<file path="src/pcgbg_pkg.sv">
// ----------------------------------------------------------------------------
// pcgbg_pkg
// Shared types and constants for the PCG32 bounded generator: payload structs,
// action and status codes, and the controller to datapath command set.
// ----------------------------------------------------------------------------
package pcgbg_pkg;

  localparam logic [63:0] PCG_MULT   = 64'd6364136223846793005;
  localparam logic [63:0] PCG_STREAM = 64'h004d_415a_455f_5631;
  localparam logic [63:0] PCG_INC    = {PCG_STREAM[62:0], 1'b1};
  // State after a reseed with a zero seed.
  localparam logic [63:0] LCG_RESET  = PCG_INC * PCG_MULT + PCG_INC;

  localparam int unsigned XS_SHIFT_A = 18;
  localparam int unsigned XS_SHIFT_B = 27;
  localparam int unsigned ROT_LSB    = 59;

  localparam int unsigned DIV_STEPS = 32;
  localparam int unsigned CNT_W     = $clog2(DIV_STEPS);

  localparam int unsigned CFG_IDX_W = 2;

  typedef enum logic [1:0] {
    ACT_RAW     = 2'd0,
    ACT_BOUNDED = 2'd1,
    ACT_STEP    = 2'd2,
    ACT_RESEED  = 2'd3
  } action_e;

  typedef enum logic [1:0] {
    ST_OK        = 2'd0,
    ST_CANCELLED = 2'd1,
    ST_LIMIT     = 2'd2
  } status_e;

  typedef enum logic [CFG_IDX_W-1:0] {
    REG_SEED_VALUE = 2'd0,
    REG_STEP_LIMIT = 2'd1
  } cfg_reg_e;

  typedef struct packed {
    logic [1:0]  action;
    logic [31:0] bound;
    logic        cancel_request;
  } in_item_t;

  typedef struct packed {
    logic [31:0] random_value;
    logic [1:0]  status;
    logic [63:0] steps_taken;
  } out_item_t;

  typedef enum logic [3:0] {
    OP_NONE,
    OP_LOAD,
    OP_DIV_LIMIT,
    OP_DIV_VALUE,
    OP_DIV_STEP,
    OP_SAVE_LIMIT,
    OP_SAVE_VALUE,
    OP_DRAW,
    OP_RESEED,
    OP_MUL_LL,
    OP_MUL_LH,
    OP_MUL_HL,
    OP_LCG_WRITE,
    OP_STEP,
    OP_OUT
  } dp_op_e;

  typedef struct packed {
    dp_op_e op;
  } dp_cmd_t;

  typedef struct packed {
    action_e action;
    logic    bound_zero;
    logic    accept;
    logic    out_busy;
  } dp_status_t;

  typedef enum logic [3:0] {
    S_IDLE,
    S_DECODE,
    S_LIM_DIV,
    S_LIM_SAVE,
    S_DRAW,
    S_RESEED,
    S_MUL_LL,
    S_MUL_LH,
    S_MUL_HL,
    S_LCG_WR,
    S_CHECK,
    S_VAL_DIV,
    S_VAL_SAVE,
    S_STEP,
    S_OUT
  } ctrl_state_e;

endpackage

</file>
<file path="src/pcgbg_dp.sv">
// ----------------------------------------------------------------------------
// pcgbg_dp
// Datapath: generator state, step counter, configuration registers, a shared
// 32x32 multiplier for the LCG update, a radix-2 remainder unit and the
// output register.
// ----------------------------------------------------------------------------
module pcgbg_dp (
  input  logic                           clk_i,
  input  logic                           rst_ni,
  input  pcgbg_pkg::dp_cmd_t             cmd_i,
  output pcgbg_pkg::dp_status_t          status_o,
  input  pcgbg_pkg::in_item_t            in_data_i,
  input  logic                           out_ready_i,
  output logic                           out_valid_o,
  output pcgbg_pkg::out_item_t           out_data_o,
  input  logic                           cfg_we_i,
  input  logic [pcgbg_pkg::CFG_IDX_W-1:0] cfg_index_i,
  input  logic [63:0]                    cfg_wdata_i
);

  logic [63:0] lcg_q, lcg_d;
  logic [63:0] count_q, count_d;
  logic [63:0] seed_q, limit_q;
  logic [63:0] src_q, src_d;
  logic [63:0] acc_q, acc_d;
  logic [1:0]  action_q, action_d;
  logic [31:0] bound_q, bound_d;
  logic        cancel_q, cancel_d;
  logic [31:0] value_q, value_d;
  logic [1:0]  stat_q, stat_d;
  logic [31:0] thr_q, thr_d;
  logic [31:0] rem_q, rem_d;
  logic [31:0] dvd_q, dvd_d;
  logic        out_valid_q, out_valid_d;
  pcgbg_pkg::out_item_t out_q, out_d;

  logic [31:0] mul_a, mul_b;
  logic [63:0] prod;
  logic [32:0] shifted;
  logic [31:0] drawn;

  function automatic logic [31:0] pcg_output(input logic [63:0] old);
    logic [31:0] xs;
    logic [4:0]  rot;
    logic [63:0] dbl;
    xs  = 32'((((old >> pcgbg_pkg::XS_SHIFT_A) ^ old) >> pcgbg_pkg::XS_SHIFT_B));
    rot = old[63:pcgbg_pkg::ROT_LSB];
    dbl = {xs, xs} >> rot;
    return dbl[31:0];
  endfunction

  assign drawn = pcg_output(lcg_q);

  always_comb begin
    mul_a = src_q[31:0];
    mul_b = pcgbg_pkg::PCG_MULT[31:0];
    case (cmd_i.op)
      pcgbg_pkg::OP_MUL_LH: mul_b = pcgbg_pkg::PCG_MULT[63:32];
      pcgbg_pkg::OP_MUL_HL: mul_a = src_q[63:32];
      default: ;
    endcase
    prod = 64'(mul_a) * 64'(mul_b);
  end

  assign shifted = {rem_q, dvd_q[31]};

  always_comb begin
    lcg_d       = lcg_q;
    count_d     = count_q;
    src_d       = src_q;
    acc_d       = acc_q;
    action_d    = action_q;
    bound_d     = bound_q;
    cancel_d    = cancel_q;
    value_d     = value_q;
    stat_d      = stat_q;
    thr_d       = thr_q;
    rem_d       = rem_q;
    dvd_d       = dvd_q;
    out_d       = out_q;
    out_valid_d = out_valid_q && !out_ready_i;
    case (cmd_i.op)
      pcgbg_pkg::OP_LOAD: begin
        action_d = in_data_i.action;
        bound_d  = in_data_i.bound;
        cancel_d = in_data_i.cancel_request;
        value_d  = '0;
        stat_d   = pcgbg_pkg::ST_OK;
      end
      pcgbg_pkg::OP_DIV_LIMIT: begin
        rem_d = '0;
        dvd_d = 32'd0 - bound_q;
      end
      pcgbg_pkg::OP_DIV_VALUE: begin
        rem_d = '0;
        dvd_d = value_q;
      end
      pcgbg_pkg::OP_DIV_STEP: begin
        if (shifted >= {1'b0, bound_q}) begin
          rem_d = 32'(shifted - {1'b0, bound_q});
        end else begin
          rem_d = shifted[31:0];
        end
        dvd_d = {dvd_q[30:0], 1'b0};
      end
      pcgbg_pkg::OP_SAVE_LIMIT: thr_d = rem_q;
      pcgbg_pkg::OP_SAVE_VALUE: value_d = rem_q;
      pcgbg_pkg::OP_DRAW: begin
        src_d   = lcg_q;
        value_d = drawn;
      end
      pcgbg_pkg::OP_RESEED: src_d = pcgbg_pkg::PCG_INC + seed_q;
      pcgbg_pkg::OP_MUL_LL: acc_d = prod;
      pcgbg_pkg::OP_MUL_LH,
      pcgbg_pkg::OP_MUL_HL: acc_d = {acc_q[63:32] + prod[31:0], acc_q[31:0]};
      pcgbg_pkg::OP_LCG_WRITE: lcg_d = acc_q + pcgbg_pkg::PCG_INC;
      pcgbg_pkg::OP_STEP: begin
        if (cancel_q) begin
          stat_d = pcgbg_pkg::ST_CANCELLED;
        end else if (limit_q != '0 && count_q >= limit_q) begin
          stat_d = pcgbg_pkg::ST_LIMIT;
        end else begin
          count_d = count_q + 64'd1;
        end
      end
      pcgbg_pkg::OP_OUT: begin
        out_d.random_value = value_q;
        out_d.status       = stat_q;
        out_d.steps_taken  = count_q;
        out_valid_d        = 1'b1;
      end
      default: ;
    endcase
  end

  always_ff @(posedge clk_i or negedge rst_ni) begin
    if (!rst_ni) begin
      lcg_q       <= pcgbg_pkg::LCG_RESET;
      count_q     <= '0;
      seed_q      <= '0;
      limit_q     <= '0;
      out_valid_q <= 1'b0;
    end else begin
      lcg_q       <= lcg_d;
      count_q     <= count_d;
      out_valid_q <= out_valid_d;
      if (cfg_we_i) begin
        unique case (cfg_index_i)
          pcgbg_pkg::REG_SEED_VALUE: seed_q  <= cfg_wdata_i;
          pcgbg_pkg::REG_STEP_LIMIT: limit_q <= cfg_wdata_i;
          default: ;
        endcase
      end
    end
  end

  always_ff @(posedge clk_i) begin
    src_q    <= src_d;
    acc_q    <= acc_d;
    action_q <= action_d;
    bound_q  <= bound_d;
    cancel_q <= cancel_d;
    value_q  <= value_d;
    stat_q   <= stat_d;
    thr_q    <= thr_d;
    rem_q    <= rem_d;
    dvd_q    <= dvd_d;
    out_q    <= out_d;
  end

  assign status_o.action     = pcgbg_pkg::action_e'(action_q);
  assign status_o.bound_zero = (bound_q == '0);
  assign status_o.accept     = (value_q >= thr_q);
  assign status_o.out_busy   = out_valid_q && !out_ready_i;

  assign out_valid_o = out_valid_q;
  assign out_data_o  = out_q;

endmodule

</file>
<file path="src/pcgbg_ctrl.sv">
// ----------------------------------------------------------------------------
// pcgbg_ctrl
// Controller: sequences each item through decode, remainder iterations,
// multiply steps of the LCG update, rejection checks and the result handoff.
// ----------------------------------------------------------------------------
module pcgbg_ctrl (
  input  logic                  clk_i,
  input  logic                  rst_ni,
  input  logic                  in_valid_i,
  output logic                  in_ready_o,
  input  pcgbg_pkg::dp_status_t status_i,
  output pcgbg_pkg::dp_cmd_t    cmd_o
);

  pcgbg_pkg::ctrl_state_e state_q, state_d;
  logic [pcgbg_pkg::CNT_W-1:0] cnt_q, cnt_d;
  logic div_last;

  assign div_last = (cnt_q == pcgbg_pkg::CNT_W'(pcgbg_pkg::DIV_STEPS - 1));

  always_comb begin
    state_d = state_q;
    unique case (state_q)
      pcgbg_pkg::S_IDLE:     if (in_valid_i) state_d = pcgbg_pkg::S_DECODE;
      pcgbg_pkg::S_DECODE: begin
        unique case (status_i.action)
          pcgbg_pkg::ACT_RAW:     state_d = pcgbg_pkg::S_DRAW;
          pcgbg_pkg::ACT_BOUNDED: state_d = status_i.bound_zero ? pcgbg_pkg::S_OUT
                                                                : pcgbg_pkg::S_LIM_DIV;
          pcgbg_pkg::ACT_STEP:    state_d = pcgbg_pkg::S_STEP;
          pcgbg_pkg::ACT_RESEED:  state_d = pcgbg_pkg::S_RESEED;
          default:                state_d = pcgbg_pkg::S_OUT;
        endcase
      end
      pcgbg_pkg::S_LIM_DIV:  if (div_last) state_d = pcgbg_pkg::S_LIM_SAVE;
      pcgbg_pkg::S_LIM_SAVE: state_d = pcgbg_pkg::S_DRAW;
      pcgbg_pkg::S_DRAW:     state_d = pcgbg_pkg::S_MUL_LL;
      pcgbg_pkg::S_RESEED:   state_d = pcgbg_pkg::S_MUL_LL;
      pcgbg_pkg::S_MUL_LL:   state_d = pcgbg_pkg::S_MUL_LH;
      pcgbg_pkg::S_MUL_LH:   state_d = pcgbg_pkg::S_MUL_HL;
      pcgbg_pkg::S_MUL_HL:   state_d = pcgbg_pkg::S_LCG_WR;
      pcgbg_pkg::S_LCG_WR:   state_d = (status_i.action == pcgbg_pkg::ACT_BOUNDED)
                                       ? pcgbg_pkg::S_CHECK : pcgbg_pkg::S_OUT;
      pcgbg_pkg::S_CHECK:    state_d = status_i.accept ? pcgbg_pkg::S_VAL_DIV
                                                       : pcgbg_pkg::S_DRAW;
      pcgbg_pkg::S_VAL_DIV:  if (div_last) state_d = pcgbg_pkg::S_VAL_SAVE;
      pcgbg_pkg::S_VAL_SAVE: state_d = pcgbg_pkg::S_OUT;
      pcgbg_pkg::S_STEP:     state_d = pcgbg_pkg::S_OUT;
      pcgbg_pkg::S_OUT:      if (!status_i.out_busy) state_d = pcgbg_pkg::S_IDLE;
      default:               state_d = pcgbg_pkg::S_IDLE;
    endcase
  end

  always_comb begin
    cmd_o.op   = pcgbg_pkg::OP_NONE;
    in_ready_o = 1'b0;
    cnt_d      = '0;
    unique case (state_q)
      pcgbg_pkg::S_IDLE: begin
        in_ready_o = 1'b1;
        if (in_valid_i) cmd_o.op = pcgbg_pkg::OP_LOAD;
      end
      pcgbg_pkg::S_DECODE:   cmd_o.op = pcgbg_pkg::OP_DIV_LIMIT;
      pcgbg_pkg::S_LIM_DIV,
      pcgbg_pkg::S_VAL_DIV: begin
        cmd_o.op = pcgbg_pkg::OP_DIV_STEP;
        cnt_d    = cnt_q + 1'b1;
      end
      pcgbg_pkg::S_LIM_SAVE: cmd_o.op = pcgbg_pkg::OP_SAVE_LIMIT;
      pcgbg_pkg::S_DRAW:     cmd_o.op = pcgbg_pkg::OP_DRAW;
      pcgbg_pkg::S_RESEED:   cmd_o.op = pcgbg_pkg::OP_RESEED;
      pcgbg_pkg::S_MUL_LL:   cmd_o.op = pcgbg_pkg::OP_MUL_LL;
      pcgbg_pkg::S_MUL_LH:   cmd_o.op = pcgbg_pkg::OP_MUL_LH;
      pcgbg_pkg::S_MUL_HL:   cmd_o.op = pcgbg_pkg::OP_MUL_HL;
      pcgbg_pkg::S_LCG_WR:   cmd_o.op = pcgbg_pkg::OP_LCG_WRITE;
      pcgbg_pkg::S_CHECK:    if (status_i.accept) cmd_o.op = pcgbg_pkg::OP_DIV_VALUE;
      pcgbg_pkg::S_VAL_SAVE: cmd_o.op = pcgbg_pkg::OP_SAVE_VALUE;
      pcgbg_pkg::S_STEP:     cmd_o.op = pcgbg_pkg::OP_STEP;
      pcgbg_pkg::S_OUT:      if (!status_i.out_busy) cmd_o.op = pcgbg_pkg::OP_OUT;
      default: ;
    endcase
  end

  always_ff @(posedge clk_i or negedge rst_ni) begin
    if (!rst_ni) begin
      state_q <= pcgbg_pkg::S_IDLE;
      cnt_q   <= '0;
    end else begin
      state_q <= state_d;
      cnt_q   <= cnt_d;
    end
  end

endmodule

</file>
<file path="src/pcg32_bounded_generator.sv">
// ----------------------------------------------------------------------------
// pcg32_bounded_generator
// PCG32 XSH-RR generator with raw and bounded draws, reseed and a step governor.
// ----------------------------------------------------------------------------
// Usage: each item on the input channel carries an action, a bound and a
// cancel flag; exactly one result item comes back per input item, in order.
// Configuration writes (seed value, step limit) take effect at once; they must
// be made while the block is idle, which the block itself does not enforce.
// After an item is accepted, a raw draw runs decode, draw, the LCG update and
// handoff; a reseed likewise with a reseed step for the draw; a step runs
// decode, step and handoff; a zero-bound draw runs decode and handoff.
// Other bounded draws run a 32-step remainder for the rejection threshold,
// draws with a check until one is accepted, then another of the accepted
// value. The LCG update is three multiply steps on one 32x32 multiplier and a
// state write; the remainder unit retires one quotient bit per cycle. Items
// are handled one at a time; a new item is accepted as soon as the previous
// result sits in the output register, even while it waits there. When the
// receiver stalls, the result holds and the next item parks before its
// handoff. Reset loads the generator state of a zero-seed reseed, clears the
// step count and both configuration registers, and empties the output.
// ----------------------------------------------------------------------------
module pcg32_bounded_generator (
  input  logic                            clk_i,
  input  logic                            rst_ni,
  input  logic                            in_valid_i,
  output logic                            in_ready_o,
  input  pcgbg_pkg::in_item_t             in_data_i,
  output logic                            out_valid_o,
  input  logic                            out_ready_i,
  output pcgbg_pkg::out_item_t            out_data_o,
  input  logic                            cfg_we_i,
  input  logic [pcgbg_pkg::CFG_IDX_W-1:0] cfg_index_i,
  input  logic [63:0]                     cfg_wdata_i
);

  pcgbg_pkg::dp_cmd_t    cmd;
  pcgbg_pkg::dp_status_t dp_status;

  pcgbg_ctrl u_ctrl (
    .clk_i      (clk_i),
    .rst_ni     (rst_ni),
    .in_valid_i (in_valid_i),
    .in_ready_o (in_ready_o),
    .status_i   (dp_status),
    .cmd_o      (cmd)
  );

  pcgbg_dp u_dp (
    .clk_i       (clk_i),
    .rst_ni      (rst_ni),
    .cmd_i       (cmd),
    .status_o    (dp_status),
    .in_data_i   (in_data_i),
    .out_ready_i (out_ready_i),
    .out_valid_o (out_valid_o),
    .out_data_o  (out_data_o),
    .cfg_we_i    (cfg_we_i),
    .cfg_index_i (cfg_index_i),
    .cfg_wdata_i (cfg_wdata_i)
  );

endmodule

</file>
<file path="config.mk">
export PLATFORM = sky130hd
export DESIGN_NAME = pcg32_bounded_generator
export DESIGN_NICKNAME = d
export VERILOG_FILES = /design/src/pcgbg_pkg.sv /design/src/pcgbg_dp.sv /design/src/pcgbg_ctrl.sv /design/src/pcg32_bounded_generator.sv
export SDC_FILE = /design/constraint.sdc
export NUM_CORES = 2
export LEC_CHECK = 0
export ABC_AREA = 1
export ABC_CLOCK_PERIOD_IN_PS = 26300
export BUFFER_PORTS_ARGS = -buffer_cell sky130_fd_sc_hd__buf_2
export CAP_MARGIN = 20
export CORE_UTILIZATION = 37
export CTS_BUF_LIST = sky130_fd_sc_hd__clkbuf_16
export CTS_CLUSTER_DIAMETER = 30
export DETAILED_ROUTE_END_ITERATION = 16
export GPL_TIMING_DRIVEN = 0
export SETUP_SLACK_MARGIN = 0.15
export SYNTH_ARGS = -nofsm -noshare
export SYNTH_HDL_FRONTEND = slang
export SYNTH_HIERARCHICAL = 1
export SYNTH_SLANG_ARGS = --single-unit
</file>
<file path="constraint.sdc">
create_clock -name clk_i -period 26.3 [get_ports clk_i]
set_input_delay 5.26 -clock clk_i [delete_from_list [all_inputs] [get_ports clk_i]]
set_output_delay 5.26 -clock clk_i [all_outputs]
set_load 0.05 [all_outputs]
</file>
**Word level (Yosys, flattened, before mapping)**

Index checks and enable logic that the tools add are counted.

- Flip-flop bits (word level): 657
- Input bits: 106
- Output and inout bits: 100
- Logic and storage cells: 127

- Add/sub/neg operators: 7
- Multiply operators: 1
- Magnitude comparators: 3
- Eq/ne operators: 38
- Shift-type cells: 1
- Muxes and demuxes: 27
- Bitwise operators: 4
- Reduce and logical (&&, ||, !) cells: 25

Operators with widths:

| kind | count |
|---|---|
| case mux 64 bit (2 select lines) | 2 |
| case mux 32 bit (3 select lines) | 2 |
| adder 56 x 64 -> 64 bit, first input constant | 1 |
| adder 64 x 1 -> 64 bit, second input constant | 1 |
| adder 64 x 56 -> 64 bit, second input constant | 1 |
| >= comparator 64 bit | 1 |
| 2-to-1 mux 32 bit | 2 |
| case mux 32 bit (2 select lines) | 1 |
| nonzero test 64 bit | 1 |
| >> shifter 64 x 5 -> 32 bit | 1 |
| multiplier 32 x 31 -> 63 bit | 1 |
| XOR 46 x 59 -> 59 bit | 1 |
| == test 4 bit, second input constant | 14 |
| case mux 4 bit (14 select lines) | 1 |
| case mux 4 bit (13 select lines) | 1 |
| >= comparator 33 x 32 -> 1 bit | 1 |
| adder 32 bit | 1 |
| == test 4 x 3 -> 1 bit, second input constant | 8 |
| >= comparator 32 bit | 1 |
| logical NOT 32 bit | 1 |
| subtractor 1 x 32 -> 32 bit, first input constant | 1 |
| subtractor 32 bit | 1 |
| 2-to-1 mux 29 bit | 1 |
| 2-to-1 mux 4 bit | 7 |
| 26 further kinds | 53 |

**Logic depth before layout (Yosys ltp)**

- Depth after elaboration: 9
- Depth in mapped cells: 67
- Mapped depth without buffers: 66

**Modules after synthesis**

Netlist, hierarchy kept.

Modules (own cells, without submodules):

| module | instances | cells an instance | area an instance (um^2) | seq. area each (um^2) |
|---|---|---|---|---|
| pcgbg_dp | 1 | 8285 | 65544.1 | 18207.5 |
| pcgbg_ctrl | 1 | 129 | 774.5 | 225.2 |

**Worst setup path after synthesis**

No wires, ideal clock.

- Path type: input-to-reg
- Start point: input port out_ready_i
- End point: register u_dp.acc_q[63], data pin
- Setup time: 0.254 ns
- Arrival time: 14.377 ns
- Slack: 11.669 ns
- Stages: 43
- Path buffers: 1
- Cells stage by stage: nor2_1 o311ai_0 inv_1 nor2_8 nand2_4 buf_6 o21ai_1 inv_1 nor2_1 fa_1 fa_1 fa_1 inv_1 fa_1 inv_1 fa_1 inv_1 fa_1 [... 7 more ...] nor2_1 nand2_1 nor3_1 nand2_1 nand3_1 xor2_1 ha_1 a21o_1 nor2_1 nor2_1 nor2_1 nand2_1 nor2_1 nand2_1 inv_1 nand2_1 nand3_1 nand2_1

RTL lines:

| item | line | text |
|---|---|---|
| start: declaration | pcg32_bounded_generator.sv:29 | `input logic out_ready_i,` |
| end signal: assignment | pcgbg_dp.sv:159 | `acc_q <= acc_d;` |
| end: declaration | pcgbg_dp.sv:25 | `logic [63:0] acc_q, acc_d;` |

==> out/results.ini <==
[routing]
drc=4
drt_pass1_iterations=14
drt-total-wl_um=255900
ant_nets=0
vias_per_cell=5.331
num_vias=60360
wl_per_cell_um=22.60
drt_iter0_drc=5929

[synth]
synthCells=8414
synth_mux_area_share_pct=0.09056
ys_seq_area_share_pct=27.79
synthDominantCellAreaShare_pct=17.70
ys_ff_latch=657
syn_area_mm2=0.06632
synth_top_family_by_area=adder cells
yosys.area.top_type=edfxtp_1
synth.distinct_cells=63
synthTopCellsByArea=edfxtp_1, fa_1, ha_1, nand2_1, dfrtp_1
synth_xor_area_share_pct=2.060
ys_warn_count=6
synth_simple_gate_area_share_pct=23.98
avgSynthCellArea_um2=7.882
synth-compound-area-share_pct=8.282
synth_adder_area_share_pct=27.87

[final_layout]
drive_above_1_share_pct=7.942
layout_common_cells=nand2_1, inv_1, nor2_1, ha_1, nand3_1
mostFrequentLayoutCell=nand2_1
syn2layout_area_growth_pct=15.38
n_fill_cell=17850
layout.nets=10090
multi_input_area_mm2=0.04151
regArea_mm2=0.01843

[timing]
slew_headroom_pct=23.03
finalCritPeriodShare_pct=63.92
setup_viol=0
fin_skew_ps=70.64
slew_viol_final=0
fmax_mhz=59.49
rsz0062_at_grt=false
period_minus_slack_ps=16810
setup_slack_ps=9490
setup_tns_ps=0
final_hold_viol_count=0
tightest_slew_ps=1155

[worst_hold_path]
hold_path_end=u_dp/out_data_o[64]
min_path_type=reg2reg
hold_start=u_dp/stat_q[0]
worstHoldPathCells=0

[placed_design]
post-place-ws_ps=8882
gp_congestion=0.9948
hpwlAfterDp_um=213000
io_buffers=205

[global_route]
gr-total-overflow=0
use_met3_pct=5.005
grt_util_met1_pct=37.48
grt_pass1_vias=59960
grt_max_degree=121
antenna_found_initial=4
grt.busiest_layer=met2
grt_pass1_wl_um=378400
globalRouteTotalUtil_pct=28.10
use_met2_pct=44.72

[job]
drv_cap=0

[floorplan]
initial_core_util_pct=37.21
dieArea_mm2=0.1809
core_mm2=0.1782
fp.dieW_um=425.4
num_rows=155
io_pins=206
die_y_um=425.4

[critical_path]
timing.critical_path.mode_cell=inv_1
startpoint_type=primary input
crit_family=adder cells
crit_type=in2reg
crit_path_max_incr_delay_ps=840
required_ps=26850
reg2regPathDepth=51
cpMaxStageDelayCell=o311ai_0
crit_fanout=10
worstReg2RegEnd=u_dp/acc_q[63]
rr_startpoint=u_dp/value_q[17]
end_kind=flop
critPathArrivalTime_ps=17360
crit_buf_inv=12
regToRegSetupSlack_ps=12060

[clock_network]
clock_latency_ps=800
cts_buffers=159
cts_tree=yes
postCtsSetupRepairBufs=0
post_cts_resized=0
clockBufferDepth=3
cts-root-buf=clkbuf_16
cts_num_sinks=657
htree_levels=4
ctsHoldBuffers=0
clk_pin_slew_ps=50

[status]
status=finished, violations left
violations=design-rule violations

-- area by class of cell --
cell class / instances / area share (%)
repair buffers: 229 / 1.997
clock buffers: 160 / 5.233
plain buffers: 173 / 1.053
inverters: 1537 / 7.540
well taps: 2355 / 3.851
flip-flops and latches: 657 / 24.09
clock inverters: 133 / 1.974
diodes: 2 / 0.006541
multi-input cells: 6076 / 54.26
-- synth_stat cells, drive strengths merged --
master,instances
edfxtp,391
nand2,1934
ha,602
conb,2
buf,77
a31oi,32
o211ai,21
nor3,130
o31ai,6
a21boi,13
o311ai,8
nand2b,1
xor2,117
clkinv,1
nand3b,57
xnor2,39
o41ai,1
o21ai,515
o22ai,14
a221oi,1
inv,1536
or2,43
o21bai,26
a21oi,320
and2,5
o221ai,1
nor3b,2
and3,3
clkbuf,96
a21o,8
nor2,813
nand3,560
nand4,158
o2111ai,2
mux2i,6
nor4,24
a31o,1
dfrtp,238
a22oi,1
dfstp,28
a211oi,3
o21a,29
a22o,2
fa,547
-- cell families after synthesis --
family,Yosys count
AOI/OAI and AO/OA,1004
xor gates and xnor gates,156
adders and majority gates,1149
buffers and inverters,1710
DFF,657
muxes,6
other,2
and+or+nand+nor,3730
-- worst max path at each step --
stage                      from             end  slack, ps  cells past startpoint
finish              out_ready_i  u_dp/acc_q[63]       9490                     42
global route        out_ready_i  u_dp/acc_q[63]       8960                     44
CTS                 out_ready_i  u_dp/acc_q[63]       9730                     42
detailed placement  out_ready_i  u_dp/acc_q[63]       8880                     42
global placement    out_ready_i  u_dp/acc_q[63]       7670                     42
floorplan           out_ready_i  u_dp/acc_q[63]      11670                     43
-- stage by stage --
step	instance area (um^2)	hold slack (ps)	std cells	utilization, %
global placement	70400	446.0	11000	39.50
global route	76510	444.1	11320	42.93
finish	76520	450.1	11320	42.93
detailed placement	70970	406.1	11030	39.82
floorplan	66430	400.3	8443	-
CTS	76490	444.8	11320	42.92
-- layer usage --
layer	part of all wire (%)	routed length (um)
met5	0.016	40
met4	4.4	11210
met3	8.0	20550
met2	45	115700
met1	42	108500
-- registers in the layout, indices dropped and copies added, names as in the netlist, 64 cells and up --
signal           count
u_dp/acc_q          64
u_dp/limit_q        64
u_dp/count_q        64
u_dp/seed_q         64
u_dp/lcg_q          64
u_dp/src_q          64
u_dp/out_data_o     98
Power is not shown: default switching activity piles up to over one toggle a cycle in this logic, so the estimate is an artifact.
